<file path="src/touch_pad_zone_classifier_defines.svh">
// ----------------------------------------------------------------------------
// touch pad zone classifier assertion macros
// shared concurrent assertion forms, compiled out when ASSERT_OFF is set
// ----------------------------------------------------------------------------
`ifndef TOUCH_PAD_ZONE_CLASSIFIER_DEFINES_SVH
`define TOUCH_PAD_ZONE_CLASSIFIER_DEFINES_SVH

`ifndef ASSERT_OFF

// same-cycle implication
`define TPZC_ASSERT_IMPL(label, ck, rn, ante, cons, msg) \
    label: assert property (@(posedge ck) disable iff (!rn) (ante) |-> (cons)) \
        else $error(msg);

// next-cycle implication
`define TPZC_ASSERT_NEXT(label, ck, rn, ante, cons, msg) \
    label: assert property (@(posedge ck) disable iff (!rn) (ante) |=> (cons)) \
        else $error(msg);

`else

`define TPZC_ASSERT_IMPL(label, ck, rn, ante, cons, msg)

`define TPZC_ASSERT_NEXT(label, ck, rn, ante, cons, msg)

`endif

`endif

</file>
<file path="src/tpzc_pkg.sv">
// ----------------------------------------------------------------------------
// tpzc_pkg
// widths, pad geometry table and shared types of the touch pad classifier
// ----------------------------------------------------------------------------
`timescale 1ns / 1ps

package tpzc_pkg;

    localparam int PAD_COUNT  = 14;
    localparam int TABLE_PADS = 14;
    localparam int CELL_COUNT = ((PAD_COUNT < TABLE_PADS) ? PAD_COUNT : TABLE_PADS) - 1;

    localparam int COORD_W = 10;
    localparam int IDX_W   = 4;
    localparam int NOTE_W  = 7;
    localparam int CFG_W   = 1;
    localparam int OFF_W   = 9;
    localparam int D_W     = 12;
    localparam int CD_W    = 11;
    localparam int SQ_W    = 21;
    localparam int R2_W    = 12;
    localparam int NUM_W   = 34;
    localparam int DEN_W   = 24;
    localparam int PROD_W  = 2 * DEN_W;

    localparam logic [COORD_W-1:0] CENTER_RESET = COORD_W'(233);
    localparam logic [SQ_W-1:0]    CENTER_R2    = SQ_W'(72 * 72);

    // register indexes
    localparam logic [CFG_W-1:0] CFG_CENTER_X = 1'b0;
    localparam logic [CFG_W-1:0] CFG_CENTER_Y = 1'b1;

    // one touch travelling down the chain with its running best match
    typedef struct packed {
        logic [COORD_W-1:0] tx;
        logic [COORD_W-1:0] ty;
        logic [COORD_W-1:0] cx;
        logic [COORD_W-1:0] cy;
        logic               center;
        logic               best_valid;
        logic [IDX_W-1:0]   best_idx;
        logic [DEN_W-1:0]   best_num;
        logic [DEN_W-1:0]   best_den;
    } tpzc_item_t;

    typedef struct packed {
        logic              hit;
        logic [IDX_W-1:0]  pad_index;
        logic [NOTE_W-1:0] midi_note;
    } tpzc_result_t;

    function automatic logic signed [OFF_W-1:0] pad_off_x(input logic [IDX_W-1:0] idx);
        logic signed [OFF_W-1:0] v;
        case (idx)
            4'd1:    v = -9'sd86;
            4'd2:    v = -9'sd54;
            4'd3:    v = 9'sd19;
            4'd4:    v = 9'sd77;
            4'd5:    v = 9'sd77;
            4'd6:    v = 9'sd19;
            4'd7:    v = -9'sd54;
            4'd8:    v = -9'sd133;
            4'd9:    v = -9'sd10;
            4'd10:   v = 9'sd122;
            4'd11:   v = 9'sd133;
            4'd12:   v = 9'sd10;
            4'd13:   v = -9'sd122;
            default: v = 9'sd0;
        endcase
        return v;
    endfunction

    function automatic logic signed [OFF_W-1:0] pad_off_y(input logic [IDX_W-1:0] idx);
        logic signed [OFF_W-1:0] v;
        case (idx)
            4'd1:    v = 9'sd0;
            4'd2:    v = -9'sd66;
            4'd3:    v = -9'sd83;
            4'd4:    v = -9'sd37;
            4'd5:    v = 9'sd37;
            4'd6:    v = 9'sd83;
            4'd7:    v = 9'sd66;
            4'd8:    v = -9'sd64;
            4'd9:    v = -9'sd147;
            4'd10:   v = -9'sd82;
            4'd11:   v = 9'sd64;
            4'd12:   v = 9'sd147;
            4'd13:   v = 9'sd82;
            default: v = 9'sd0;
        endcase
        return v;
    endfunction

    // squared semi-axes: inner ring 48 x 62, outer ring 45 x 56
    function automatic logic [R2_W-1:0] pad_rx2(input logic [IDX_W-1:0] idx);
        logic [R2_W-1:0] v;
        case (idx) inside
            [4'd1:4'd7]:  v = R2_W'(48 * 48);
            [4'd8:4'd13]: v = R2_W'(45 * 45);
            default:      v = R2_W'(68 * 68);
        endcase
        return v;
    endfunction

    function automatic logic [R2_W-1:0] pad_ry2(input logic [IDX_W-1:0] idx);
        logic [R2_W-1:0] v;
        case (idx) inside
            [4'd1:4'd7]:  v = R2_W'(62 * 62);
            [4'd8:4'd13]: v = R2_W'(56 * 56);
            default:      v = R2_W'(68 * 68);
        endcase
        return v;
    endfunction

    function automatic logic [NOTE_W-1:0] pad_note(input logic [IDX_W-1:0] idx);
        logic [NOTE_W-1:0] v;
        case (idx)
            4'd0:    v = 7'd50;
            4'd1:    v = 7'd57;
            4'd2:    v = 7'd58;
            4'd3:    v = 7'd60;
            4'd4:    v = 7'd62;
            4'd5:    v = 7'd64;
            4'd6:    v = 7'd65;
            4'd7:    v = 7'd67;
            4'd8:    v = 7'd69;
            4'd9:    v = 7'd72;
            4'd10:   v = 7'd74;
            4'd11:   v = 7'd76;
            4'd12:   v = 7'd77;
            4'd13:   v = 7'd81;
            default: v = 7'd0;
        endcase
        return v;
    endfunction

endpackage

</file>
<file path="src/tpzc_out.sv">
// ----------------------------------------------------------------------------
// tpzc_out
// result formatting, output register and skid stage
// ----------------------------------------------------------------------------
`timescale 1ns / 1ps

`include "touch_pad_zone_classifier_defines.svh"

module tpzc_out (
    input  logic                    clk,
    input  logic                    rst_n,
    input  logic                    valid_i,
    input  tpzc_pkg::tpzc_item_t    item_i,
    output logic                    en,
    output logic                    out_valid,
    input  logic                    out_ready,
    output tpzc_pkg::tpzc_result_t  out_word
);
    import tpzc_pkg::*;

    tpzc_result_t new_word;

    logic         out_valid_reg;
    logic         out_valid_next;
    tpzc_result_t out_word_reg;
    tpzc_result_t out_word_next;
    logic         skid_valid_reg;
    logic         skid_valid_next;
    tpzc_result_t skid_word_reg;
    tpzc_result_t skid_word_next;
    logic         push;

    // no hit reads as pad 0, note 0
    always_comb
    begin
        new_word.hit       = item_i.best_valid;
        new_word.pad_index = item_i.best_valid ? item_i.best_idx : '0;
        new_word.midi_note = item_i.best_valid ? pad_note(item_i.best_idx) : '0;
    end

    assign en   = !skid_valid_reg;
    assign push = en && valid_i;

    always_comb
    begin
        out_valid_next  = out_valid_reg;
        out_word_next   = out_word_reg;
        skid_valid_next = skid_valid_reg;
        skid_word_next  = skid_word_reg;
        if (!out_valid_reg || out_ready)
        begin
            if (skid_valid_reg)
            begin
                out_valid_next  = 1'b1;
                out_word_next   = skid_word_reg;
                skid_valid_next = 1'b0;
            end
            else if (push)
            begin
                out_valid_next = 1'b1;
                out_word_next  = new_word;
            end
            else
            begin
                out_valid_next = 1'b0;
            end
        end
        else if (push)
        begin
            skid_valid_next = 1'b1;
            skid_word_next  = new_word;
        end
    end

    always_ff @(posedge clk or negedge rst_n)
    begin
        if (!rst_n)
        begin
            out_valid_reg  <= 1'b0;
            skid_valid_reg <= 1'b0;
        end
        else
        begin
            out_valid_reg  <= out_valid_next;
            skid_valid_reg <= skid_valid_next;
        end
    end

    always_ff @(posedge clk)
    begin
        out_word_reg  <= out_word_next;
        skid_word_reg <= skid_word_next;
    end

    assign out_valid = out_valid_reg;
    assign out_word  = out_word_reg;

    `TPZC_ASSERT_IMPL(a_skid_implies_out, clk, rst_n, skid_valid_reg, out_valid_reg,
        "skid word without output word")
    `TPZC_ASSERT_IMPL(a_skid_fill_on_stall, clk, rst_n, $rose(skid_valid_reg),
        $past(out_valid_reg) && !$past(out_ready), "skid filled while output was free")
    `TPZC_ASSERT_IMPL(a_miss_is_zero, clk, rst_n, out_valid_reg && !out_word_reg.hit,
        out_word_reg.pad_index == '0 && out_word_reg.midi_note == '0,
        "miss word carries pad or note")
    `TPZC_ASSERT_NEXT(a_skid_drains_first, clk, rst_n, skid_valid_reg && out_ready,
        out_valid_reg && en && out_word_reg == $past(skid_word_reg),
        "skid word not moved to output")

endmodule
</file>
<file path="config.mk">
export PLATFORM = sky130hd
export DESIGN_NAME = tpzc_out
export DESIGN_NICKNAME = d
export VERILOG_FILES = /design/src/tpzc_pkg.sv /design/src/tpzc_out.sv
export VERILOG_INCLUDE_DIRS = /design/src /design/src/src
export SDC_FILE = /design/constraint.sdc
export NUM_CORES = 1
export LEC_CHECK = 0
export ABC_AREA = 1
export BUFFER_PORTS_ARGS = -buffer_cell sky130_fd_sc_hd__clkbuf_2
export CORE_MARGIN = 5
export CORE_UTILIZATION = 31
export CTS_CLUSTER_DIAMETER = 120
export DETAILED_ROUTE_END_ITERATION = 8
export PLACE_DENSITY = 0.69
export SLEW_MARGIN = 20
export SYNTH_ARGS = -nofsm -noshare
export SYNTH_HDL_FRONTEND = slang
export SYNTH_SLANG_ARGS = --single-unit
</file>
<file path="constraint.sdc">
create_clock -name clk -period 4.5 [get_ports clk]
set_clock_uncertainty 0.2 [all_clocks]
set_input_delay 0.9 -clock clk [delete_from_list [all_inputs] [get_ports clk]]
set_output_delay 0.9 -clock clk [all_outputs]
set_load 0.02 [all_outputs]
</file>
# ---- After elaboration in Yosys (flattened, before gate mapping)
# Memory sizes are Yosys's and may differ from the RTL's.
# Cells that the tools add are included.
dict set report word_totals {
  regBits 26
  out_inout_bits 14
  memories 1
  word_cells 26
  in_bits 98
  romBits 112
}
dict set report op_classes {
  bitwise 1
  reduce_logical 8
  mux 8
}
# memory depth word_bits read_ports rd_clocked_by_memory_dff wr line_no
set mem_list {}
lappend mem_list {{(no name shown)} 16 7 1 0 0 tpzc_pkg.sv:117} ;# case (idx)
# op n
set ops {}
lappend ops {{$mux W12} 2}
lappend ops {{$mux W7} 1}
lappend ops {{$mux W1} 4}
lappend ops {{$mux W4} 1}
lappend ops {{$reduce_and A2 Y1} 2}
lappend ops {{$reduce_bool A2 Y1} 2}
lappend ops {{$logic_not A1 Y1} 2}
lappend ops {{$logic_and A1 B1 Y1} 1}
lappend ops {{$logic_or A1 B1 Y1} 1}
lappend ops {{$not A1 Y1} 1}

# ---- Depth between registers and ports, before layout
dict set report logic_depth {
  ltp_word 4
  ltp_mapped 7
  depth_no_buf 7
}

# ---- Worst setup path before layout
# Ideal clock, no wire load.
dict set report synth_path {
  path_kind {in2reg}
  from {input port out_ready}
  to {register skid_word_reg[0] (netlist name), enable pin}
  path_stages 3
  n_path_buf 0
  slack_ns 2.296
  t_required_ns 3.920
  setup_time_ns 0.380
  t_arrival_ns 1.624
  path_cell_list {nor2_1 -> inv_1 -> nor2_1}
}
dict set report synth_between {
  elab_chain_cells 3
}
# item line_no
set synth_rtl {}
lappend synth_rtl {{from (decl)} tpzc_out.sv:16} ;# input logic out_ready,
lappend synth_rtl {{$logic_or A1 B1 Y1} tpzc_out.sv:50} ;# if (!out_valid_reg || out_ready)
lappend synth_rtl {{$not A1 Y1 (no source line)} n/a}
lappend synth_rtl {{$reduce_and A2 Y1 (no source line)} n/a}
lappend synth_rtl {{to (signal assigned)} tpzc_out.sv:92} ;# skid_word_reg <= skid_word_next;
lappend synth_rtl {{to (decl)} tpzc_out.sv:29} ;# tpzc_result_t skid_word_reg;
# Every way passes these cells.
# A chain may end at the register's enable or synchronous reset.

# ---- Final worst setup path
dict set report layout_path {
  from {register skid_valid_reg}
  to {output port en}
}
dict set report layout_between {
  elab_chain_cells 1
}
# item line_no
set layout_rtl {}
lappend layout_rtl {{from (decl)} tpzc_out.sv:27} ;# logic skid_valid_reg;
lappend layout_rtl {{from (signal assigned)} tpzc_out.sv:85} ;# skid_valid_reg <= skid_valid_next;
lappend layout_rtl {{$logic_not A1 Y1} tpzc_out.sv:41} ;# assign en = !skid_valid_reg;
lappend layout_rtl {{to (decl)} tpzc_out.sv:14} ;# output logic en,
# Every way passes these cells.

==> flow_summary.yaml <==
layout:
  syn_to_final_growth_pct: 17.4
  nFillCells: 371
  final_cell_mix: "37 x nand2_1, 24 x edfxtp_1, 22 x clkbuf_2, 16 x inv_1, 9 x o21ai_0"
  drive_gt1_share_pct: 23.4
  layout_commonest_cell: "nand2_1"
  n_antenna_cell: 0
  nets: 245
clock_network:
  clkTransAtPathRegs_ns: 0.09
  cts_resized: 0
  cts_buffer_depth: 2
  clock_latency_ns: 0.26
  post_cts_buffers: 0
  cts_tree: "built"
  cts_sinks: 26
  hold_buffers: 0
  cts_buffers: 3
  htreeDepth: 1
  clockRootBuffer: "clkbuf_8"
setup_path:
  critical_path_arrival_ns: 1.50
  reg2reg_setup_slack_ns: 2.16
  slowest_stage: "dfrtp_1"
  required_ns: 3.40
  crit_type: "reg -> out"
  path_max_fanout: 21
  worstSetupStartpointType: "flop"
  r2r_start: "skid_valid_reg"
  slowest_delay_ns: 0.72
  regToRegEndpoint: "skid_word_reg[6]"
  cp_cell_sequence: "inv_1 -> clkbuf_2"
  end_kind: "output port"
  reg2regPathDepth: 3
timing:
  finalSetupTns_ns: 0
  finalCritPeriodShare_pct: 57.8
  clock.fmax_ghz: 0.384
  report.final.hold_viol_count: 0
  worstMarginPinSlew_ns: 0.970
  rsz0062_at_grt: "false"
  slew_headroom_pct: 35.1
  finalMaxSlewViolations: 0
  min_period_ns: 2.60
  setup_viol: 0
logic_synthesis:
  syn_area_sq_um: 1210
  synth_top_area_share_pct: 59.6
  ys_seq_area_share_pct: 63.8
  ys_types: 17
  syn_nets: 221
  avgSynthCellArea_sq_um: 10.2
  synthCells: 118
  synth_area_leaders: "edfxtp_1 60%, nand2_1 11%, ha_1 5.2%"
  synth-simple-area-share_pct: 17.2
  synth_top_area_cell: "edfxtp_1"
  synth_top_family_by_area: "simple AND/OR/NAND/NOR gates"
  yosys_warnings: 0
  synth_fa_ha_area_share_pct: 5.18
  synthMuxAreaShare_pct: 0
  synth-xor-area-share_pct: 0
  ys_ff_latch: 26
  synth_compound_area_share_pct: 6.94
detailed_routing:
  first_iter_violations: 73
  ant_nets: 0
  drt-wirelength-per-cell_microns: 10.9
  first_pass_iters: 4
  finalWirelength_microns: 2060
  via_per_inst: 4.33
  drc: 0
  vias: 819
floorplanning:
  rows: 22
  die_area_sq_um: 5250
  coreArea_sq_um: 3720
  die_w_microns: 72.4
  io_pins: 112
  die_y_microns: 72.4
  initial_core_util_pct: 32.5
placement:
  port_buffers: 22
  gp_congestion: 0.795
  dp_hpwl_microns: 1510
power_and_ir_drop:
  cellLeakagePower_nw: 0.657
  power.density_nw_per_um2: 358
  max-vdd-ir-drop_v: 0.000114
  p_total_mw: 0.508
grt:
  antenna_found_initial: 0
  grtUsageTotal_pct: 8.29
  grt_max_degree: 22
  grt_pass1_vias: 786
  grt_pass1_wl_microns: 3420
  overflow: 0
status:
  status: "complete, no violations"
job:
  drv_cap: 0
hold_path:
  hold_class: "in -> async"
## synth_stat cells
| cell type | n |
|---|---|
| inv_1 | 16 |
| dfrtp_1 | 2 |
| nand3_1 | 4 |
| ha_1 | 5 |
| a21oi_1 | 1 |
| o21ai_2 | 1 |
| nand2_1 | 37 |
| buf_2 | 3 |
| o21ai_0 | 9 |
| clkinv_2 | 1 |
| edfxtp_1 | 24 |
| nand4_1 | 1 |
| nand2_2 | 2 |
| inv_2 | 1 |
| nor2_1 | 8 |
| o211ai_1 | 1 |
| a21oi_2 | 2 |
## how the worst max path moves through the flow
stage,from,end,slack (ns),cells past startpoint
final,skid_valid_reg,en,1.90,2
after global placement,out_ready,skid_word_reg[1],1.95,4
after detailed placement,out_ready,skid_word_reg[1],1.94,4
after floorplan,out_ready,skid_word_reg[0],2.30,3
after CTS,skid_valid_reg,en,1.88,2
after global routing,skid_valid_reg,en,1.73,2
## area by class of cell
cell class              count  area [sq um]  area share (%)
flip-flops and latches     26           771            54.3
multi-input cells          71           354            25.0
repair buffers             22           110            7.76
inverters                  18          68.8            4.85
well taps                  48          60.1            4.23
clock buffers               4          55.1            3.88
## routing by layer
layer | wire length [microns] | track usage, % | part of all wire (%) | vias to the layer above
li1 | - | - | - | 426
met1 | 949 | 10.3 | 46 | 365
met2 | 921 | 14.1 | 45 | 24
met3 | 145 | 0.970 | 7.1 | 4
met4 | 40 | 4.30 | 1.9 | 0
met5 | 0 | 0 | 0 | -
## stage by stage
step                hold WS (ns)  area (sq um)  utilization (%)  instances  setup WS [ns]
floorplan                  0.291          1210                -        118           2.30
global placement           0.297          1360             36.7        185           1.95
detailed placement         0.307          1360             36.7        185           1.94
CTS                        0.202          1420             38.2        189           1.88
global route               0.201          1420             38.2        189           1.73
finish                     0.206          1420             38.2        189           1.90
## worst max-delay path, delay by kind of cell, from the launching register on
family	cells	cell delay (ns)
buf+inv	2	0.51
flops	1	0.72
## power breakdown
part / total [mW] / leakage (nW) / switching, mW / internal, mW
Combinational: 0.0719 / 0.373 / 0.0504 / 0.0215
Clock: 0.144 / 0.0288 / 0.0658 / 0.0780
Sequential: 0.293 / 0.255 / 0.00735 / 0.285
Total: 0.508 / 0.657 / 0.124 / 0.385
## cells by family (layout without fill, tap and decap cells)
| kind of cell | after synthesis | after routing |
|---|---|---|
| compound gates | 14 | 14 |
| fa+ha+maj | 5 | 5 |
| buf+inv | 21 | 44 |
| flops | 26 | 26 |
| simple gates | 52 | 52 |
No activity file was read; power rests on OpenSTA's default activity.
