===== src/touch_pad_zone_classifier_defines.svh =====
// ----------------------------------------------------------------------------
// touch pad zone classifier assertion macros
// shared concurrent assertion forms, compiled out when ASSERT_OFF is set
// ----------------------------------------------------------------------------
`ifndef TOUCH_PAD_ZONE_CLASSIFIER_DEFINES_SVH
`define TOUCH_PAD_ZONE_CLASSIFIER_DEFINES_SVH

`ifndef ASSERT_OFF

// same-cycle implication
`define TPZC_ASSERT_IMPL(label, ck, rn, ante, cons, msg) \
    label: assert property (@(posedge ck) disable iff (!rn) (ante) |-> (cons)) \
        else $error(msg);

// next-cycle implication
`define TPZC_ASSERT_NEXT(label, ck, rn, ante, cons, msg) \
    label: assert property (@(posedge ck) disable iff (!rn) (ante) |=> (cons)) \
        else $error(msg);

`else

`define TPZC_ASSERT_IMPL(label, ck, rn, ante, cons, msg)

`define TPZC_ASSERT_NEXT(label, ck, rn, ante, cons, msg)

`endif

`endif


===== src/tpzc_pkg.sv =====
// ----------------------------------------------------------------------------
// tpzc_pkg
// widths, pad geometry table and shared types of the touch pad classifier
// ----------------------------------------------------------------------------
`timescale 1ns / 1ps

package tpzc_pkg;

    localparam int PAD_COUNT  = 14;
    localparam int TABLE_PADS = 14;
    localparam int CELL_COUNT = ((PAD_COUNT < TABLE_PADS) ? PAD_COUNT : TABLE_PADS) - 1;

    localparam int COORD_W = 10;
    localparam int IDX_W   = 4;
    localparam int NOTE_W  = 7;
    localparam int CFG_W   = 1;
    localparam int OFF_W   = 9;
    localparam int D_W     = 12;
    localparam int CD_W    = 11;
    localparam int SQ_W    = 21;
    localparam int R2_W    = 12;
    localparam int NUM_W   = 34;
    localparam int DEN_W   = 24;
    localparam int PROD_W  = 2 * DEN_W;

    localparam logic [COORD_W-1:0] CENTER_RESET = COORD_W'(233);
    localparam logic [SQ_W-1:0]    CENTER_R2    = SQ_W'(72 * 72);

    // register indexes
    localparam logic [CFG_W-1:0] CFG_CENTER_X = 1'b0;
    localparam logic [CFG_W-1:0] CFG_CENTER_Y = 1'b1;

    // one touch travelling down the chain with its running best match
    typedef struct packed {
        logic [COORD_W-1:0] tx;
        logic [COORD_W-1:0] ty;
        logic [COORD_W-1:0] cx;
        logic [COORD_W-1:0] cy;
        logic               center;
        logic               best_valid;
        logic [IDX_W-1:0]   best_idx;
        logic [DEN_W-1:0]   best_num;
        logic [DEN_W-1:0]   best_den;
    } tpzc_item_t;

    typedef struct packed {
        logic              hit;
        logic [IDX_W-1:0]  pad_index;
        logic [NOTE_W-1:0] midi_note;
    } tpzc_result_t;

    function automatic logic signed [OFF_W-1:0] pad_off_x(input logic [IDX_W-1:0] idx);
        logic signed [OFF_W-1:0] v;
        case (idx)
            4'd1:    v = -9'sd86;
            4'd2:    v = -9'sd54;
            4'd3:    v = 9'sd19;
            4'd4:    v = 9'sd77;
            4'd5:    v = 9'sd77;
            4'd6:    v = 9'sd19;
            4'd7:    v = -9'sd54;
            4'd8:    v = -9'sd133;
            4'd9:    v = -9'sd10;
            4'd10:   v = 9'sd122;
            4'd11:   v = 9'sd133;
            4'd12:   v = 9'sd10;
            4'd13:   v = -9'sd122;
            default: v = 9'sd0;
        endcase
        return v;
    endfunction

    function automatic logic signed [OFF_W-1:0] pad_off_y(input logic [IDX_W-1:0] idx);
        logic signed [OFF_W-1:0] v;
        case (idx)
            4'd1:    v = 9'sd0;
            4'd2:    v = -9'sd66;
            4'd3:    v = -9'sd83;
            4'd4:    v = -9'sd37;
            4'd5:    v = 9'sd37;
            4'd6:    v = 9'sd83;
            4'd7:    v = 9'sd66;
            4'd8:    v = -9'sd64;
            4'd9:    v = -9'sd147;
            4'd10:   v = -9'sd82;
            4'd11:   v = 9'sd64;
            4'd12:   v = 9'sd147;
            4'd13:   v = 9'sd82;
            default: v = 9'sd0;
        endcase
        return v;
    endfunction

    // squared semi-axes: inner ring 48 x 62, outer ring 45 x 56
    function automatic logic [R2_W-1:0] pad_rx2(input logic [IDX_W-1:0] idx);
        logic [R2_W-1:0] v;
        case (idx) inside
            [4'd1:4'd7]:  v = R2_W'(48 * 48);
            [4'd8:4'd13]: v = R2_W'(45 * 45);
            default:      v = R2_W'(68 * 68);
        endcase
        return v;
    endfunction

    function automatic logic [R2_W-1:0] pad_ry2(input logic [IDX_W-1:0] idx);
        logic [R2_W-1:0] v;
        case (idx) inside
            [4'd1:4'd7]:  v = R2_W'(62 * 62);
            [4'd8:4'd13]: v = R2_W'(56 * 56);
            default:      v = R2_W'(68 * 68);
        endcase
        return v;
    endfunction

    function automatic logic [NOTE_W-1:0] pad_note(input logic [IDX_W-1:0] idx);
        logic [NOTE_W-1:0] v;
        case (idx)
            4'd0:    v = 7'd50;
            4'd1:    v = 7'd57;
            4'd2:    v = 7'd58;
            4'd3:    v = 7'd60;
            4'd4:    v = 7'd62;
            4'd5:    v = 7'd64;
            4'd6:    v = 7'd65;
            4'd7:    v = 7'd67;
            4'd8:    v = 7'd69;
            4'd9:    v = 7'd72;
            4'd10:   v = 7'd74;
            4'd11:   v = 7'd76;
            4'd12:   v = 7'd77;
            4'd13:   v = 7'd81;
            default: v = 7'd0;
        endcase
        return v;
    endfunction

endpackage


===== src/tpzc_cell.sv =====
// ----------------------------------------------------------------------------
// tpzc_cell
// one ellipse pad: distance, fit test and running best update, four stages
// ----------------------------------------------------------------------------
`timescale 1ns / 1ps

module tpzc_cell (
    input  logic                       clk,
    input  logic                       rst_n,
    input  logic                       en,
    input  logic [tpzc_pkg::IDX_W-1:0] pad_id,
    input  logic                       valid_i,
    input  tpzc_pkg::tpzc_item_t       item_i,
    output logic                       valid_o,
    output tpzc_pkg::tpzc_item_t       item_o
);
    import tpzc_pkg::*;

    logic [R2_W-1:0]  rx2;
    logic [R2_W-1:0]  ry2;
    logic [DEN_W-1:0] den;

    logic signed [D_W-1:0]   dx;
    logic signed [D_W-1:0]   dy;
    logic signed [2*D_W-1:0] dx_sq;
    logic signed [2*D_W-1:0] dy_sq;

    // stage 1: squared offsets
    logic            s1_valid_reg;
    tpzc_item_t      s1_item_reg;
    logic [SQ_W-1:0] s1_dx2_reg;
    logic [SQ_W-1:0] s1_dy2_reg;

    // stage 2: scaled distance numerator
    logic             s2_valid_reg;
    tpzc_item_t       s2_item_reg;
    logic [NUM_W-1:0] s2_num_reg;
    logic [NUM_W-1:0] s2_num_next;

    // stage 3: fit flag and cross products
    logic              s3_valid_reg;
    tpzc_item_t        s3_item_reg;
    logic              s3_cand_reg;
    logic              s3_cand_next;
    logic [DEN_W-1:0]  s3_num_reg;
    logic [PROD_W-1:0] s3_pnew_reg;
    logic [PROD_W-1:0] s3_pnew_next;
    logic [PROD_W-1:0] s3_pbest_reg;
    logic [PROD_W-1:0] s3_pbest_next;

    // stage 4: cell output
    logic       out_valid_reg;
    tpzc_item_t out_item_reg;
    tpzc_item_t out_item_next;

    always_comb
    begin
        rx2 = pad_rx2(pad_id);
        ry2 = pad_ry2(pad_id);
        den = DEN_W'(rx2) * DEN_W'(ry2);
    end

    always_comb
    begin
        dx = D_W'(signed'({1'b0, item_i.tx})) - D_W'(signed'({1'b0, item_i.cx}))
             - D_W'(pad_off_x(pad_id));
        dy = D_W'(signed'({1'b0, item_i.ty})) - D_W'(signed'({1'b0, item_i.cy}))
             - D_W'(pad_off_y(pad_id));
        dx_sq = dx * dx;
        dy_sq = dy * dy;
    end

    always_comb
    begin
        s2_num_next = NUM_W'(s1_dx2_reg) * NUM_W'(ry2) + NUM_W'(s1_dy2_reg) * NUM_W'(rx2);
    end

    // cross products only matter once the point fits, so the numerator is at or below den
    always_comb
    begin
        s3_cand_next  = !s2_item_reg.center && (s2_num_reg <= NUM_W'(den));
        s3_pnew_next  = PROD_W'(s2_num_reg[DEN_W-1:0]) * PROD_W'(s2_item_reg.best_den);
        s3_pbest_next = PROD_W'(s2_item_reg.best_num) * PROD_W'(den);
    end

    // strictly smaller wins, so an earlier pad keeps a tie
    always_comb
    begin
        out_item_next = s3_item_reg;
        if (s3_cand_reg && (!s3_item_reg.best_valid || (s3_pnew_reg < s3_pbest_reg)))
        begin
            out_item_next.best_valid = 1'b1;
            out_item_next.best_idx   = pad_id;
            out_item_next.best_num   = s3_num_reg;
            out_item_next.best_den   = den;
        end
    end

    always_ff @(posedge clk or negedge rst_n)
    begin
        if (!rst_n)
        begin
            s1_valid_reg  <= 1'b0;
            s2_valid_reg  <= 1'b0;
            s3_valid_reg  <= 1'b0;
            out_valid_reg <= 1'b0;
        end
        else if (en)
        begin
            s1_valid_reg  <= valid_i;
            s2_valid_reg  <= s1_valid_reg;
            s3_valid_reg  <= s2_valid_reg;
            out_valid_reg <= s3_valid_reg;
        end
    end

    always_ff @(posedge clk)
    begin
        if (en)
        begin
            s1_item_reg  <= item_i;
            s1_dx2_reg   <= dx_sq[SQ_W-1:0];
            s1_dy2_reg   <= dy_sq[SQ_W-1:0];
            s2_item_reg  <= s1_item_reg;
            s2_num_reg   <= s2_num_next;
            s3_item_reg  <= s2_item_reg;
            s3_cand_reg  <= s3_cand_next;
            s3_num_reg   <= s2_num_reg[DEN_W-1:0];
            s3_pnew_reg  <= s3_pnew_next;
            s3_pbest_reg <= s3_pbest_next;
            out_item_reg <= out_item_next;
        end
    end

    assign valid_o = out_valid_reg;
    assign item_o  = out_item_reg;

endmodule


===== config.mk =====
export PLATFORM = sky130hd
export DESIGN_NAME = tpzc_cell
export DESIGN_NICKNAME = d
export VERILOG_FILES = /design/src/touch_pad_zone_classifier_defines.svh /design/src/tpzc_pkg.sv /design/src/tpzc_cell.sv
export SDC_FILE = /design/constraint.sdc
export NUM_CORES = 2
export LEC_CHECK = 0
export ABC_AREA = 0
export BUFFER_PORTS_ARGS = -buffer_cell sky130_fd_sc_hd__buf_4
export CAP_MARGIN = 20
export CORE_ASPECT_RATIO = 1.4
export CORE_UTILIZATION = 42
export DETAILED_ROUTE_END_ITERATION = 12
export PLACE_DENSITY = 0.56
export SYNTH_ARGS = -nofsm -noshare
export SYNTH_HDL_FRONTEND = slang
export SYNTH_SLANG_ARGS = --single-unit
export TNS_END_PERCENT = 10

===== constraint.sdc =====
create_clock -name clk -period 14.58 [get_ports clk]
set_clock_uncertainty 0.05 [all_clocks]
set_input_delay 0 -clock clk [delete_from_list [all_inputs] [get_ports clk]]
set_output_delay 0 -clock clk [all_outputs]
set_load 0.01 [all_outputs]

# --- Word level (Yosys, flattened, before mapping) ---
# Memories as Yosys holds them, arrays and structs flattened.
# Cells that the tools add are included.
word_totals:
  rom_bits: 288
  in_bits: 102
  word_cells: 79
  mem_bits_rw: 0
  reg_bits: 577
  latch_bits: 0
  memories: 2
op_classes:
  eq_ne: 0
  mul: 7
  bitwise: 0
  div_mod_pow: 0
  reduce_logical: 7
  shift: 0
  muxes: 5
  n_lt_le_gt_ge: 6
  add_sub_neg: 5
mem_list:
  columns: ["name", "depth", "width", "read_ports", "rd_clocked_by_memory_dff", "wr", "line", "text"]
  rows:
  - ["(name not given)", 16, 9, 1, 0, 0, "tpzc_pkg.sv:54", "case (idx)"]
  - ["(name not given)", 16, 9, 1, 0, 0, "tpzc_pkg.sv:75", "case (idx)"]
ops:
  columns: ["cell", "n"]
  rows:
  - ["$mul A24 B24 Y48", 2]
  - ["$mul A21 B12 Y33", 2]
  - ["$mux W52", 1]
  - ["$lt A48 B48 Y1", 1]
  - ["$mul A12 B12 Y21", 2]
  - ["$mux W12", 3]
  - ["$add A33 B33 Y34", 1]
  - ["$le A34 B24 Y1", 1]
  - ["$mul A12 B12 Y24", 1]
  - ["$sub A11 B9 Y12", 2]
  - ["$sub A10 B10 Y11", 2]
  - ["$mux W11", 1]
  - ["$ge A4 B1 Y1 const B", 1]
  - ["$ge A4 B4 Y1 const B", 1]
  - ["$le A4 B3 Y1 const B", 1]
  - ["$le A4 B4 Y1 const B", 1]
  - ["$logic_and A1 B1 Y1", 4]
  - ["$logic_not A1 Y1", 2]
  - ["$logic_or A1 B1 Y1", 1]

# --- Depth between registers and ports, before layout ---
logic_depth:
  ltp_word: 7
  ltp_mapped: 44
  depth_no_buf: 41

# --- Least setup slack after synthesis ---
# No wires, ideal clock.
synth_path:
  kind: "input-to-reg"
  from: "input port pad_id[1] (netlist name)"
  to: "register s3_pbest_reg[47], data pin"
  slack_ps: 5007
  stages: 40
  setup_ps: 266
  arrival_time_ps: 9257
  t_required_ps: 14264
  path_buffers: 2
  path_cell_list: "inv_1 > ha_1 > nand2b_1 > o21ai_1 > inv_1 > nor2_1 > clkbuf_1 > inv_1 > ha_1 > inv_1 > o21ai_0 > fa_1 > inv_1 > ha_1 > xor2_1 > clkbuf_1 > nand2_1 > fa_1 > (+4 left out) > inv_1 > fa_1 > fa_1 > fa_1 > inv_1 > fa_1 > inv_1 > ha_1 > a21o_1 > a21oi_1 > o21ai_1 > or4_1 > a31oi_1 > and3_1 > o31ai_1 > o41ai_2 > mux2i_1 > nand4_1"
synth_between:
  elab_chain_len: 6
synth_rtl:
  columns: ["item", "line", "text"]
  rows:
  - ["from (decl)", "tpzc_cell.sv:11", "input logic [tpzc_pkg::IDX_W-1:0] pad_id,"]
  - ["$ge A4 B4 Y1 (not written as such) / $le A4 B4 Y1 (equally long branches)", "tpzc_cell.sv:58, tpzc_cell.sv:59", null]
  - ["$logic_and A1 B1 Y1 (not written as such)", "tpzc_cell.sv:58, tpzc_cell.sv:59", null]
  - ["$mux W11 / $mux W12 (equally long branches)", "tpzc_pkg.sv:97, tpzc_pkg.sv:107", null]
  - ["$mux W12 (on tied branches)", "tpzc_pkg.sv:97, tpzc_pkg.sv:107", null]
  - ["$mul A12 B12 Y24 *", "tpzc_cell.sv:60", "den = DEN_W'(rx2) * DEN_W'(ry2);"]
  - ["$mul A24 B24 Y48 *", "tpzc_cell.sv:83", "s3_pbest_next = PROD_W'(s2_item_reg.best_num) * PROD_W'(den);"]
  - ["via s3_pbest_next[47]", "tpzc_cell.sv:49", "logic [PROD_W-1:0] s3_pbest_next;"]
  - ["to (signal assigned)", "tpzc_cell.sv:130", "s3_pbest_reg <= s3_pbest_next;"]
  - ["to (decl)", "tpzc_cell.sv:48", "logic [PROD_W-1:0] s3_pbest_reg;"]
# The timed path passes the listed nets; every way through them passes the cells marked *.
# A chain may end at the register's enable or synchronous reset.

# --- Final worst setup path ---
layout_path:
  from: "input port pad_id[1] (netlist name)"
  to: "register s3_pbest_reg[46], data pin"
# The elaborated chain is that of the path after synthesis.

==> results.yml <==
clock_network:
  root_buffer: "clkbuf_16"
  tritoncts: "built"
  clk_latency_ps: 690
  clk_pin_slew_worst_paths_ps: 60
  htree_levels: 3
  clkSinkCount: 569
  cts_resized: 0
  cts_hold_buf: 193
  cts_buffers: 67
  postCtsSetupBuffers: 0
  clockBufferDepth: 3
sta:
  rsz0062_at_grt: "no"
  final_hold_viol_count: 0
  finalSetupTns_ps: 0
  slew_headroom_pct: 21.65
  timing.fmax_mhz: 93.51
  fin_crit_sh_pct: 73.35
  setup_viol: 0
  min_period_ps: 10690
  slew_viol_final: 0
  worst_slew_pin_slew_ps: 1175
logic_synthesis:
  synth_warnings: 0
  synth_top_area_share_pct: 36.99
  synthFlopType: "edfxtp_1"
  synth_fa_ha_area_share_pct: 49.99
  synthSimpleGateAreaFrac_pct: 10.12
  ys_ff_latch: 569
  ys_seq_area_share_pct: 22.91
  synth_top_area_cell: "fa_1"
  synth_edf_count: 565
  synth_top_family_by_area: "adder cells"
  synth-xor-area-share_pct: 2.211
  syn_area_um2: 74480
  synth.area.top_cells: "fa_1 37%, edfxtp_1 23%, ha_1 13%"
  postSynthAreaPerCell_um2: 10.71
  synth_compound_area_share_pct: 4.465
  ys_async_sr_fraction_pct: 0.7030
  ys_types: 75
  synth_mux_area_share_pct: 0.6972
  syn_inst: 6951
placement:
  portBuffers: 196
  hpwl_um: 153600
  gp_congestion: 0.8958
layout:
  fill_cells: 16370
  multi_input_area_um2: 50730
  syn_to_final_growth_pct: 11.94
  ff_latch_area_um2: 17070
  fin_nets: 9655
  drive_gt1_share_pct: 6.414
routing:
  drt-vias-per-instance: 4.998
  drt-total-wl_um: 189900
  drtPass1Iterations: 5
  drt_iter0_markers: 2562
  drtAntennaViolNets: 0
  wl_per_cell_um: 19.46
  via_count: 48760
  post-route-drc-count: 0
floorplanning:
  initial_utilization_pct: 42.37
  die_w_um: 357.9
  die_h_um: 500.3
  rows: 182
  core-area_um2: 175800
  io_pins: 197
  dieArea_um2: 179000
critical_path:
  crit_fanout: 51
  crit_slowest_cell: "xnor2_2"
  start_kind: "input port"
  critPathKind: "input port to flop"
  end_kind: "flop"
  crit_family: "adder cells"
  crit_arrival_ps: 11070
  max_stage_delay_ps: 640
  crit_required_ps: 14950
  path_buf_inv: 13
outcome:
  outcome: "complete, no violations"
job:
  maxCapViolCount: 0
hold_path:
  hp-class: "input port to flop"
grt:
  grt_max_degree: 112
  antenna_found_initial: 11
  grt-ovfl-total: 0
  grt_pass1_wl_um: 298700
  track_usage_pct: 21.99
  grt_pass1_vias: 53660
[cell usage in the layout, fill, tap and decap left out, types with 33 or more instances in the layout]
| cell type | synthesis | final |
|---|---|---|
| a21o_1 | 82 | 81 |
| a21oi_1 | 156 | 156 |
| and2_1 | 398 | 398 |
| and3_1 | 49 | 49 |
| buf_4 | 1 | 271 |
| clkbuf_16 | 0 | 67 |
| conb_1 | 2 | 110 |
| dlygate4sd3_1 | 0 | 193 |
| edfxtp_1 | 565 | 565 |
| fa_1 | 1376 | 1376 |
| ha_1 | 774 | 774 |
| inv_1 | 1690 | 1688 |
| mux2_2 | 33 | 33 |
| nand2_1 | 708 | 708 |
| nor2_1 | 188 | 187 |
| nor2b_1 | 42 | 42 |
| o21ai_0 | 113 | 113 |
| or2_2 | 44 | 44 |
| xnor2_1 | 138 | 135 |
| xor2_1 | 50 | 49 |
[layer usage]
metal / up-vias / track usage [%] / wire, µm
met1: 25200 / 24.49 / 69820
met4: 2 / 9.775 / 9085
met3: 355 / 2.652 / 7221
met2: 1081 / 41.32 / 103800
li1: 22130 / - / -
met5: - / 0 / 14
[worst paths after layout]
check                                startpoint               end  slack, ps  cells after the start
worst max register to register  s2_item_reg[37]  s3_pbest_reg[46]       6360                     22
min in group asynchronous                 rst_n           valid_o        180                      3
max in group asynchronous                 rst_n      s1_valid_reg      14140                      3
worst min register to register  s1_item_reg[62]   s2_item_reg[62]        360                      0
worst min-delay path                 item_i[45]   s1_item_reg[45]         70                      2
worst max-delay path                  pad_id[1]  s3_pbest_reg[46]       3890                     41
[Yosys cell counts, drive strengths merged, types with 82 or more instances]
cell and count:
o21ai 129, ha 774, a21oi 156, a21o 82, inv 1693, nor2 188, nand2 709, xnor2 138
edfxtp 565, and2 398, clkbuf 183, fa 1376
[per-stage QoR]
stage / hold slack, ps / cells / utilization (%) / setup WS, ps / cell area, µm²
after CTS: 9.304 / 9752 / 47.40 / 3928 / 83330
after global routing: 36.28 / 9755 / 47.42 / 3328 / 83370
after global placement: -253.1 / 9439 / 45.01 / 3869 / 79130
after floorplan: -345.6 / 7059 / - / 5007 / 74880
after detailed placement: -252.3 / 9440 / 45.03 / 3783 / 79150
final: 66.00 / 9756 / 47.42 / 3886 / 83370
[area by class of cell]
class,count,area share [%]
well taps,2300,3.452
diodes,3,0.009005
flip-flops and latches,569,20.47
clock buffers,74,2.043
multi-input cells,4593,60.85
clock inverters,45,0.6543
inverters,1705,7.676
repair buffers,467,4.842
[cells by family after synthesis]
kind of cell               count (synthesis)
adders and majority gates               2150
buffers and inverters                   1897
and+or+nand+nor                         1568
DFF                                      569
AOI/OAI and AO/OA                        530
xor gates and xnor gates                 188
muxes                                     47
other                                      2
Power is left out: the tool's default activity adds up to more than one toggle a clock period on the data nets, which glitch-free logic cannot reach.
